File: src/wnre_pkg.sv
// ----------------------------------------------------------------------------
// wnre_pkg
// Shared types and constants of the wave number range estimator.
// ----------------------------------------------------------------------------
`default_nettype none

package wnre_pkg;

    // Controller states.
    typedef enum logic [3:0] {
        S_IDLE,
        S_EVAL,
        S_DIV_OFF,
        S_DIV_ADJ,
        S_TAKE,
        S_DIST,
        S_MSQ0,
        S_MSQ1,
        S_MSQ2,
        S_KGO,
        S_DIV_K,
        S_UPD,
        S_FIN
    } t_state;

    // Operand set loaded into the divider at start.
    typedef enum logic [1:0] {
        DIV_OFFSET,
        DIV_HEIGHT,
        DIV_WAVE
    } t_div_sel;

    // Squaring steps for the 48-bit distance product.
    typedef enum logic [1:0] {
        SQ_NONE,
        SQ_LOW,
        SQ_MID,
        SQ_HIGH
    } t_sq_step;

    typedef struct packed {
        logic      load_in;
        logic      eval;
        logic      div_start;
        t_div_sel  div_sel;
        logic      cap_off;
        logic      take;
        logic      scale;
        t_sq_step  sq_step;
        logic      upd;
        logic      finish;
    } t_cmd;

    typedef struct packed {
        logic exam_ok;
        logic pair;
        logic div_done;
        logic field_end;
        logic out_busy;
    } t_status;

    localparam int DIV_N_W = 66;
    localparam int DIV_D_W = 96;

    // pi^2 / g scaled by 2^64.
    localparam logic [DIV_N_W-1:0] KC = 66'd18565164097388282746;

    localparam logic [15:0] SPACING_RESET = 16'd256;

endpackage

`default_nettype wire

File: src/wnre_ctrl.sv
// ----------------------------------------------------------------------------
// wnre_ctrl
// Sequencer: steps each item through fit, merge, wave number and result.
// ----------------------------------------------------------------------------
`default_nettype none

module wnre_ctrl (
    input  wire logic               i_clk,
    input  wire logic               i_rst_n,
    input  wire logic               i_in_valid,
    output logic                    o_in_ready,
    input  wire wnre_pkg::t_status  i_status,
    output wnre_pkg::t_cmd          o_cmd
);
    import wnre_pkg::*;

    t_state r_state, n_state;

    always_ff @(posedge i_clk) begin
        if (!i_rst_n) begin
            r_state <= S_IDLE;
        end else begin
            r_state <= n_state;
        end
    end

    always_comb begin
        n_state    = r_state;
        o_cmd      = '0;
        o_in_ready = 1'b0;
        unique case (r_state)
            S_IDLE: begin
                o_in_ready = 1'b1;
                if (i_in_valid) begin
                    o_cmd.load_in = 1'b1;
                    n_state       = S_EVAL;
                end
            end
            S_EVAL: begin
                if (i_status.exam_ok) begin
                    o_cmd.eval      = 1'b1;
                    o_cmd.div_start = 1'b1;
                    o_cmd.div_sel   = DIV_OFFSET;
                    n_state         = S_DIV_OFF;
                end else begin
                    n_state = S_FIN;
                end
            end
            S_DIV_OFF: begin
                if (i_status.div_done) begin
                    o_cmd.cap_off   = 1'b1;
                    o_cmd.div_start = 1'b1;
                    o_cmd.div_sel   = DIV_HEIGHT;
                    n_state         = S_DIV_ADJ;
                end
            end
            S_DIV_ADJ: begin
                if (i_status.div_done) begin
                    n_state = S_TAKE;
                end
            end
            S_TAKE: begin
                o_cmd.take = 1'b1;
                n_state    = i_status.pair ? S_DIST : S_FIN;
            end
            S_DIST: begin
                o_cmd.scale = 1'b1;
                n_state     = S_MSQ0;
            end
            S_MSQ0: begin
                o_cmd.sq_step = SQ_LOW;
                n_state       = S_MSQ1;
            end
            S_MSQ1: begin
                o_cmd.sq_step = SQ_MID;
                n_state       = S_MSQ2;
            end
            S_MSQ2: begin
                o_cmd.sq_step = SQ_HIGH;
                n_state       = S_KGO;
            end
            S_KGO: begin
                o_cmd.div_start = 1'b1;
                o_cmd.div_sel   = DIV_WAVE;
                n_state         = S_DIV_K;
            end
            S_DIV_K: begin
                if (i_status.div_done) begin
                    n_state = S_UPD;
                end
            end
            S_UPD: begin
                o_cmd.upd = 1'b1;
                n_state   = S_FIN;
            end
            S_FIN: begin
                // A field end waits until the previous result has been taken.
                if (!(i_status.field_end && i_status.out_busy)) begin
                    o_cmd.finish = 1'b1;
                    n_state      = S_IDLE;
                end
            end
            default: n_state = S_IDLE;
        endcase
    end

endmodule

`default_nettype wire

File: config.mk
export PLATFORM = sky130hd
export DESIGN_NAME = wnre_ctrl
export DESIGN_NICKNAME = d
export VERILOG_FILES = /design/src/wnre_pkg.sv /design/src/wnre_ctrl.sv
export SDC_FILE = /design/constraint.sdc
export NUM_CORES = 1
export LEC_CHECK = 0
export ABC_CLOCK_PERIOD_IN_PS = 2700
export BUFFER_PORTS_ARGS = -buffer_cell sky130_fd_sc_hd__buf_4
export CAP_MARGIN = 20
export CORE_AREA = 3 3 40 42
export CTS_CLUSTER_SIZE = 28
export DETAILED_ROUTE_END_ITERATION = 6
export DIE_AREA = 0 0 43 45
export REMOVE_ABC_BUFFERS = 1
export SYNTH_ARGS = -nofsm -noshare
export SYNTH_HDL_FRONTEND = slang
export SYNTH_SLANG_ARGS = --single-unit
export TNS_END_PERCENT = 50
File: constraint.sdc
create_clock -name i_clk -period 2.7 [get_ports i_clk]
set_input_delay 0 -clock i_clk [delete_from_list [all_inputs] [get_ports i_clk]]
set_output_delay 0 -clock i_clk [all_outputs]
set_load 0.05 [all_outputs]
==> summary.txt, run 1 <==
Status
  • Run status: finished, final reports clean

Setup path
  • Worst stage delay on the critical path: around 0.61 ns
  • Arrival @ worst endpoint: around 1.7 ns
  • Delay-heaviest family, CP: simple AND/OR/NAND/NOR gates
  • Critical path startpoint category: flip-flop
  • Critical path data required time: 2.70 ns
  • Critical Path End Type: primary output
  • Ordered list of cells on the worst path: nor2_1, and3_1, or3_1, buf_4
  • Largest fanout of any net on the critical path: 17
  • Setup CP Type: reg -> out
  • Cell type of the slowest stage on the worst timing path: dfxtp_1
  • Crit path buffers/inverters: 1

Floorplanning
  • Total Die Area: 1940 um^2
  • Die height: 45 um
  • Die Wd: around 43 um
  • Area of the placeable core: ~1300 um^2
  • Number of standard-cell rows in the floorplan: 13
  • # IOs: 21
  • Effective utilization at floorplan: 32.5%

Routing
  • Final routed wirelength across all metal layers: 1090 um
  • Wirelength per Cell: 11.5 um
  • Post-detailed-route count of antenna-violating nets: 0
  • Number of violations reported at the end of detailed-routing iteration 0: 9
  • Mean number of vias per cell: between 5 and 6
  • Routed via count: approximately 500
  • Number of iterations in the first detailed-routing pass: 4
  • Final routed DRC violation total: 0

Cells and area
  • Fin util: roughly 46%
  • Largest regs: r_state (4)
  • Filler cell count: 141
  • Area added between synthesis and finish: 41.6%
  • Flip-flop count of the largest register, all copies and words added: 4
  • Antenna cell count: 0
  • Largest Register: r_state
  • Final nets: 90
  • Share of final-layout standard cells stronger than drive strength 1: about a third

Global route
  • Residual overflow from global routing: 0
  • Total routing usage reported by global routing: between 10 and 15%
  • Pin count of the biggest net entering global routing: 18
  • Vias in the first global route: between 400 and 500
  • Initial antenna violation count: 0
  • First-pass GRT wire length: about 1800 um

Clock tree
  • Clock tree root driver cell: clkbuf_4
  • Number of levels in the clock H-tree: 1
  • Worst-skew pair later-pin latency: 0.23 ns
  • Number of clock buffers inserted by TritonCTS: 3
  • Clock sink count: 4
  • Number of buffers inserted to repair setup after CTS: 0
  • Hold buffer count at cts: 0
  • TritonCTS clock tree: done
  • Post-cts gate resize count: 0
  • Clock transition at path regs: 0.04 ns
  • CTS Buffer Depth: 2

Power
  • Proportion of power drawn by the clock network: 13.1%
  • Total Power: roughly 550 uW
  • Max rail drop VDD: roughly 0.30 mV
  • Internal power consumption: ~250 uW
  • Combinational share of power: 64.1%
  • Sequential power share: between 20% and 30%
  • Reported leakage power: about 0.28 nW
  • Pwr/cell area: 937 nW/um^2
  • Reported net switching power: approximately 300 uW
  • Switching portion of total power: 54.1%

Flow run
  • Number of max-capacitance violations reported: 0

Timing
  • Period utilisation layout: 62.5%
  • Worst hold slack across all endpoints: ~0.056 ns
  • Shortest period the worst path allows: 1.69 ns
  • Post-Route Setup TNS: 0 ns
  • Final max-slew violation count: 0
  • Number of hold-slack violations in the final timing report: 0
  • Highest Clock Rate: 593 MHz
  • Worst-case clock skew: between 0.003 and 0.004 ns
  • # setup viols final: 0
  • Headroom to the max-slew limit: 67.4%
  • Post-route setup slack: 1.01 ns
  • Setup repair after global routing missed its margin: no
  • Actual slew at the worst max-slew pin: 0.488 ns

Placement
  • Routability congestion estimate: 0.761
  • Worst slack at placement: 1.12 ns
  • Buffers on Ports: 20
  • Detailed Place HPWL: 814 um

Yosys
  • Share of flip-flops with an asynchronous set or reset: 0%
  • Syn. warnings: 0
  • Total of flip-flops plus latches after synthesis: 4
  • Most used DFF post-synth: dfxtp_1
  • Post-synthesis instance area: 418 um^2
  • Count of flip-flops with a built-in enable after synthesis: 0
  • Netlist cell types: 28
  • Post-synthesis sequential area ratio: a little under a fifth
  • Synthesized area divided by synthesized cell count: about 7 um^2
  • Instance count of the mapped netlist: 61

Min path
  • Min-delay worst type: in -> reg
==> power by group through the flow <==
stage | combinational [mW] | sequential (mW) | clock, mW
after detailed placement | 0.357 | 0.127 | 0
after CTS | 0.358 | 0.126 | 0.0755
after global placement | 0.360 | 0.127 | 0
after global routing | 0.382 | 0.134 | 0.0790
final | 0.355 | 0.126 | 0.0726
after floorplan | 0.268 | 0.112 | 0
==> metrics by stage <==
stage,cells,instance area (um^2)
global route,95,592
finish,95,592
CTS,95,592
floorplan,57,400
detailed placement,92,569
global placement,92,569
==> synthesized netlist by cell type, types with 2 or more instances <==
cell type  number  area, um^2
a22o_1          2        17.5
and3_1          5        31.3
buf_2           2        10.0
clkbuf_1        2        7.51
dfxtp_1         4        80.1
inv_1           3        11.3
nand2_1         7        26.3
nand2b_1        2        12.5
nand3_1         2        10.0
nor2_1          8        30.0
nor2b_1         3        18.8
o211ai_1        2        15.0
o21ai_0         4        20.0
==> final timing paths <==
kind                                 start  cells past startpoint         end  slack, ns
worst max-delay path            r_state[2]                      4    o_cmd[9]       1.01
worst min register to register  r_state[0]                      2  r_state[0]       0.67
worst max register to register  r_state[2]                      4  r_state[3]       1.09
worst min-delay path               i_rst_n                      2  r_state[1]       0.06
==> worst reg2reg max path: cells and delay by family, from the launching register on <==
family	cells	cell delay, ns
AND/OR/NAND/NOR	2	0.67
AO/OA/AOI/OAI	2	0.37
flip-flops	1	0.45
==> cell usage in the layout (no fill, tap or decap) <==
master and instances:
or2_2 1, o211ai_2 1, or3_1 1, a32o_1 1
o311ai_0 1, and3_1 5, clkbuf_4 3, nand2b_1 2
nor2b_1 3, nand2_1 7, nor3b_2 1, inv_1 3
nand3b_1 1, buf_4 20, a32oi_1 1, or4_4 1
and2_1 1, o21ai_0 4, nor3_1 1, a22o_1 2
o211ai_1 2, or4bb_1 1, nor2_1 8, dfxtp_1 4
o31ai_1 1, nand3_1 2, o22a_1 1, a21oi_1 1
==> final cells by class <==
| type | instances | area (um^2) | share of cell area, % |
|---|---|---|---|
| Clock buffer | 3 | 22.5 | 3.81 |
| Timing Repair Buffer | 20 | 150 | 25.4 |
| Sequential cell | 4 | 80.1 | 13.5 |
| Inverter | 3 | 11.3 | 1.90 |
| Tap cell | 15 | 18.8 | 3.17 |
| Multi-Input combinational cell | 50 | 309 | 52.2 |
==> kinds of logic after synthesis <==
group | share of synthesized area [%]
and+or+nand+nor | 46.7
AOI/OAI and AO/OA | 27.2
buffers and inverters | 6.89
DFF | 19.2
==> per-layer routing <==
layer  vias to the layer above  routed length (um)  part of all wire, %  track usage (%)
li1                        260                   -                    -                -
met1                       214                 491                   45             15.9
met2                        16                 519                   48             20.7
met3                         2                  66                  6.0             1.59
met4                         0                  16                  1.5             5.42
met5                         -                   0                    0                0
No activity file was read; power rests on OpenSTA's default activity.
==> run 2, diff against run 1 <==
--- a/config.mk
+++ b/config.mk
@@ -5,7 +5,7 @@
 export SDC_FILE = /design/constraint.sdc
 export NUM_CORES = 1
 export LEC_CHECK = 0
-export ABC_CLOCK_PERIOD_IN_PS = 2700
+export ABC_CLOCK_PERIOD_IN_PS = 1700
 export BUFFER_PORTS_ARGS = -buffer_cell sky130_fd_sc_hd__buf_4
 export CAP_MARGIN = 20
 export CORE_AREA = 3 3 40 42
==> constraint.sdc (replaced) <==
create_clock -name i_clk -period 1.7 [get_ports i_clk]
set_input_delay 0 -clock i_clk [delete_from_list [all_inputs] [get_ports i_clk]]
set_output_delay 0 -clock i_clk [all_outputs]
set_load 0.05 [all_outputs]
==> summary.txt, run 2 (synthesized netlist as in run 1, its figures left out) <==
Clock tree
  • Post-cts gate resize count: 0 (unchanged)
  • Number of buffers inserted to repair setup after CTS: 0 (unchanged)
  • Hold buffer count at cts: 0 (unchanged)
  • Clock sink count: 4 (unchanged)
  • Clock transition at path regs: 0.03 ns (was 0.04 ns)
  • Worst-skew pair later-pin latency: 0.24 ns (was 0.23 ns)
  • TritonCTS clock tree: done (unchanged)
  • CTS Buffer Depth: 2 (unchanged)
  • Clock tree root driver cell: clkbuf_4 (unchanged)
  • Number of clock buffers inserted by TritonCTS: 3 (unchanged)
  • Number of levels in the clock H-tree: 1 (unchanged)

Cells and area
  • Final Cell Area: 622 um^2 (was 592 um^2)
  • Flip-flop count of the largest register, all copies and words added: 4 (unchanged)
  • Largest Register: r_state (unchanged)
  • Leading cell types in the layout, fill and taps excluded: 24 x buf_4, 8 x nor2_1, 7 x nand2_1 (was 20 x buf_4, 8 x nor2_1, 7 x nand2_1)
  • Filler-free cell count of the finished design: 99 (was 95)
  • Final nets: 94 (was 90)
  • Largest regs: r_state (4) (unchanged)
  • Share of final-layout standard cells stronger than drive strength 1: 36.9% (was 33.8%)
  • Commonest non-fill, non-tap cell in the layout: buf_4 (unchanged)
  • Fin util: 48.4% (was 46.1%)
  • Area added between synthesis and finish: 48.8% (was 41.6%)
  • Antenna cell count: 0 (unchanged)

Status
  • Run status: finished, final reports clean (unchanged)

Timing
  • Period utilisation layout: 95.8%
  • Actual slew at the worst max-slew pin: 0.290 ns (was 0.488 ns)
  • Number of hold-slack violations in the final timing report: 0 (unchanged)
  • Worst-case clock skew: 0.00455 ns (was 0.00358 ns)
  • Setup repair after global routing missed its margin: no (unchanged)
  • Shortest period the worst path allows: 1.63 ns
  • Highest Clock Rate: 614 MHz
  • Final max-slew violation count: 0 (unchanged)
  • # setup viols final: 0 (unchanged)
  • Post-route setup slack: 0.0722 ns (was 1.01 ns)
  • Headroom to the max-slew limit: 80.6% (was 67.4%)
  • Worst hold slack across all endpoints: 0.0468 ns (was 0.0560 ns)

Global route
  • Initial antenna violation count: 0 (unchanged)
  • Vias in the first global route: 431 (was 426)
  • Residual overflow from global routing: 0 (unchanged)
  • Total routing usage reported by global routing: 12.5% (was 12.3%)
  • First-pass GRT wire length: 1810 um (was 1850 um)
  • Pin count of the biggest net entering global routing: 12 (was 18)

Setup path
  • Worst reg-to-reg setup slack: 0.19 ns (was 1.09 ns)
  • Largest fanout of any net on the critical path: 11 (was 17)
  • Critical register-to-register path startpoint: r_state[3] (was r_state[2])
  • Setup CP Type: reg -> out (unchanged)
  • Arrival @ worst endpoint: 1.63 ns (was 1.69 ns)
  • Critical Path Source: r_state[2] (unchanged)
  • Critical path data required time: 1.70 ns (was 2.70 ns)
  • Critical path startpoint category: flip-flop (unchanged)
  • Critical Path End Type: primary output (unchanged)

Routing
  • Number of violations reported at the end of detailed-routing iteration 0: 9 (unchanged)
  • Post-detailed-route count of antenna-violating nets: 0 (unchanged)
  • Routed via count: 525 (was 492)
  • Final routed DRC violation total: 0 (unchanged)
  • Number of iterations in the first detailed-routing pass: 4 (unchanged)
  • Mean number of vias per cell: 5.30 (was 5.18)
  • Final routed wirelength across all metal layers: 1160 um (was 1090 um)
  • Wirelength per Cell: 11.7 um (was 11.5 um)

Placement
  • Buffers on Ports: 20 (unchanged)
  • Detailed Place HPWL: 921 um (was 814 um)
  • Placed cell count: 96 (was 92)
  • Worst slack at placement: 0.197 ns (was 1.12 ns)
  • Routability congestion estimate: 0.803 (was 0.761)
  • Placement Cell Area: 599 um^2 (was 569 um^2)

Floorplanning
  • # IOs: 21 (unchanged)
  • Total Die Area: 1940 um^2 (unchanged)
  • Number of standard-cell rows in the floorplan: 13 (unchanged)
  • Die height: 45 um (unchanged)
  • Die Wd: 43 um (unchanged)
  • Area of the placeable core: 1280 um^2 (unchanged)
  • Effective utilization at floorplan: 32.5% (unchanged)

Power
  • Reported leakage power: 0.304 nW (was 0.283 nW)
  • Pwr/cell area: 1480 nW/um^2 (was 937 nW/um^2)
  • Max rail drop VDD: 0.631 mV (was 0.297 mV)

Flow run
  • Number of max-capacitance violations reported: 0 (unchanged)

Min path
  • Min-delay worst type: in -> reg (unchanged)
  • Critical hold path startpoint: i_rst_n (unchanged)
run 2: changes by cell type in the layout (fill, tap and decap cells not counted):
| cell | change |
|---|---|
| buf_4 | +4 |
run 2: metrics by stage:
step,TNS (ns),total power [mW]
detailed placement,0,0.804
global route,0,0.979
floorplan,-0.697,0.604
global placement,0,0.805
CTS,0,0.928
finish,0,0.920
run 2: final cells by class:
type / count / area, um^2
repair buffers: 24 / 180
inverters: 3 / 11.3
multi-input cells: 50 / 309
clock buffers: 3 / 22.5
flip-flops and latches: 4 / 80.1
well taps: 15 / 18.8
fillers: 136 / 663
run 2: metal layers:
layer	vias to the layer above	global-route usage [%]	wire length (um)
li1	273	-	-
met1	230	14.4	481
met2	20	21.0	556
met3	2	1.99	103
met4	0	9.04	17
met5	-	0	0
run 2: worst paths after layout:
kind,endpoint,depth (start not counted)
max,o_cmd[9],5
min,r_state[2],2
max reg2reg,r_state[3],4
min reg2reg,r_state[0],2
run 2: power breakdown:
group	total (mW)	switching, mW	internal [mW]
clock network	0.118	0.0394	0.0790
logic	0.635	0.400	0.235
registers	0.167	0.0477	0.119
total	0.920	0.487	0.433
run 2: critical path: stages (launching register included):
cell and delay (ns):
dfxtp_1 0.43, buf_4 0.21, nor2_1 0.06, and3_1 0.17
or3_1 0.33, buf_4 0.19
==> run 3, diff against run 2 <==
--- a/config.mk
+++ b/config.mk
@@ -8,10 +8,15 @@
 export ABC_CLOCK_PERIOD_IN_PS = 1700
 export BUFFER_PORTS_ARGS = -buffer_cell sky130_fd_sc_hd__buf_4
 export CAP_MARGIN = 20
-export CORE_AREA = 3 3 40 42
+export CELL_PAD_IN_SITES_DETAIL_PLACEMENT = 0
+export CELL_PAD_IN_SITES_GLOBAL_PLACEMENT = 1
+export CORE_AREA = 3 3 43 45
+export CTS_CLUSTER_DIAMETER = 150
 export CTS_CLUSTER_SIZE = 28
 export DETAILED_ROUTE_END_ITERATION = 6
-export DIE_AREA = 0 0 43 45
+export DIE_AREA = 0 0 46 48
+export HOLD_SLACK_MARGIN = 0.1
+export PLACE_DENSITY_LB_ADDON = 0.1
 export REMOVE_ABC_BUFFERS = 1
 export SYNTH_ARGS = -nofsm -noshare
 export SYNTH_HDL_FRONTEND = slang
==> summary.txt, run 3 (synthesized netlist as in run 1, its figures left out) <==
Global route
  • Initial antenna violation count: 0 (unchanged)
  • Total routing usage reported by global routing: 10.7% (was 12.5%)
  • Vias in the first global route: 429 (was 431)
  • First-pass GRT wire length: 1800 um (was 1810 um)
  • Residual overflow from global routing: 0 (unchanged)
  • Pin count of the biggest net entering global routing: 15 (was 12)

Floorplanning
  • Area of the placeable core: 1510 um^2 (was 1280 um^2)
  • Die Wd: 46 um (was 43 um)
  • Die height: 48 um (was 45 um)
  • # IOs: 21 (unchanged)
  • Number of standard-cell rows in the floorplan: 14 (was 13)
  • Total Die Area: 2210 um^2 (was 1940 um^2)
  • Effective utilization at floorplan: 27.7% (was 32.5%)

Timing
  • Setup repair after global routing missed its margin: no (unchanged)
  • Worst-case clock skew: 0.00218 ns (was 0.00455 ns)
  • Post-route setup slack: 0.0798 ns (was 0.0722 ns)
  • Highest Clock Rate: 617 MHz (was 614 MHz)
  • # setup viols final: 0 (unchanged)
  • Actual slew at the worst max-slew pin: 0.272 ns (was 0.290 ns)
  • Post-Route Setup TNS: 0 ns (unchanged)
  • Final max-slew violation count: 0 (unchanged)
  • Shortest period the worst path allows: 1.62 ns (was 1.63 ns)
  • Number of hold-slack violations in the final timing report: 0 (unchanged)
  • Worst hold slack across all endpoints: 0.191 ns (was 0.0468 ns)
  • Headroom to the max-slew limit: 81.8% (was 80.6%)
  • Period utilisation layout: 95.3% (was 95.8%)

Cells and area
  • Final nets: 97 (was 94)
  • Largest regs: r_state (4) (unchanged)
  • Final Cell Area: 649 um^2 (was 622 um^2)
  • Antenna cell count: 0 (unchanged)
  • Area added between synthesis and finish: 55.4% (was 48.8%)
  • Leading cell types in the layout, fill and taps excluded: 26 x buf_4, 8 x nor2_1, 7 x nand2_1 (was 24 x buf_4, 8 x nor2_1, 7 x nand2_1)
  • Flip-flop count of the largest register, all copies and words added: 4 (unchanged)
  • Largest Register: r_state (unchanged)
  • Filler-free cell count of the finished design: 103 (was 99)
  • Fin util: 43.1% (was 48.4%)
  • Commonest non-fill, non-tap cell in the layout: buf_4 (unchanged)
  • Share of final-layout standard cells stronger than drive strength 1: 39.1% (was 36.9%)

Clock tree
  • Clock transition at path regs: 0.04 ns (was 0.03 ns)
  • Number of buffers inserted to repair setup after CTS: 0 (unchanged)
  • CTS Buffer Depth: 2 (unchanged)
  • Number of levels in the clock H-tree: 1 (unchanged)
  • Clock sink count: 4 (unchanged)
  • TritonCTS clock tree: done (unchanged)
  • Clock tree root driver cell: clkbuf_4 (unchanged)
  • Worst-skew pair later-pin latency: 0.23 ns (was 0.24 ns)
  • Number of clock buffers inserted by TritonCTS: 3 (unchanged)

Routing
  • Wirelength per Cell: 11.4 um (was 11.7 um)
  • Mean number of vias per cell: 5.14 (was 5.30)
  • Number of iterations in the first detailed-routing pass: 4 (unchanged)
  • Final routed wirelength across all metal layers: 1180 um (was 1160 um)
  • Post-detailed-route count of antenna-violating nets: 0 (unchanged)
  • Routed via count: 529 (was 525)
  • Number of violations reported at the end of detailed-routing iteration 0: 6 (was 9)
  • Final routed DRC violation total: 0 (unchanged)

Power
  • Internal power consumption: 443 uW (was 433 uW)
  • Reported leakage power: 0.318 nW (was 0.304 nW)
  • Pwr/cell area: 1440 nW/um^2 (was 1480 nW/um^2)
  • Max rail drop VDD: 0.893 mV (was 0.631 mV)
  • Reported net switching power: 491 uW (was 487 uW)
  • Combinational share of power: 71.5% (was 69.0%)
  • Switching portion of total power: 52.6% (was 52.9%)
  • Proportion of power drawn by the clock network: 11.9% (was 12.9%)
  • Sequential power share: 16.6% (was 18.1%)
  • Total Power: 934 uW (was 920 uW)

Setup path
  • R2R Path End: r_state[3] (unchanged)
  • Worst setup path end: o_cmd[9] (unchanged)
  • Critical Path End Type: primary output (unchanged)
  • R2r worst-path depth: 4 (unchanged)
  • Setup CP Type: reg -> out (unchanged)
  • Critical register-to-register path startpoint: r_state[3] (unchanged)
  • Arrival @ worst endpoint: 1.62 ns (was 1.63 ns)
  • Critical path data required time: 1.70 ns (about the same)
  • Critical Path Source: r_state[0] (was r_state[2])
  • Largest fanout of any net on the critical path: 10 (was 11)
  • Critical path startpoint category: flip-flop (unchanged)
  • Worst reg-to-reg setup slack: 0.19 ns (about the same)

Min path
  • Min-delay worst type: in -> reg (unchanged)

Placement
  • Detailed Place HPWL: 948 um (was 921 um)
  • Placed cell count: 99 (was 96)
  • Routability congestion estimate: 0.767 (was 0.803)
  • Placement Cell Area: 616 um^2 (was 599 um^2)
  • Buffers on Ports: 20 (unchanged)
  • Worst slack at placement: 0.218 ns (was 0.197 ns)

Status
  • Run status: finished, final reports clean (unchanged)

Flow run
  • Number of max-capacitance violations reported: 0 (unchanged)
run 3: power groups by stage:
stage	logic [mW]	clock network, mW	registers, mW
2_1_floorplan	0.425	0	0.178
3_3_place_gp	0.672	0	0.154
3_5_place_dp	0.662	0	0.155
4_1_cts	0.667	0.116	0.153
5_1_grt	0.708	0.125	0.161
6_report	0.668	0.111	0.155
run 3: per-layer routing:
metal | track usage, % | part of all wire [%]
met5 | 0 | 0
met4 | 0 | 0
met3 | 2.26 | 7.8
met2 | 17.3 | 45
met1 | 15.4 | 47
run 3: worst min path at each step:
| stage | from | to | cells past startpoint |
|---|---|---|---|
| 2_1_floorplan | i_rst_n | r_state[2] | 1 |
| 3_3_place_gp | i_rst_n | r_state[2] | 2 |
| 3_5_place_dp | i_rst_n | r_state[1] | 2 |
| 4_1_cts | i_in_valid | r_state[0] | 3 |
| 5_1_grt | i_in_valid | r_state[0] | 3 |
| 6_report | i_in_valid | r_state[0] | 3 |
run 3: cell type report:
class	count	area, um^2
fillers	168	857
well taps	16	20.0
flip-flops and latches	4	81.3
clock buffers	3	22.5
inverters	3	11.3
multi-input cells	50	309
repair buffers	27	205
run 3: repair_timing:
action,in CTS,in global routing
resized for setup,0,1
hold buffers,1,0
hold endpoints to repair,4,0
endpoints found under the setup margin,0,1
run 3: critical path: stages, from the launching register on:
cell and delay [ns]:
dfxtp_2 0.34, buf_4 0.17, nor2b_1 0.15, and3_1 0.21, or3_1 0.34, buf_4 0.19
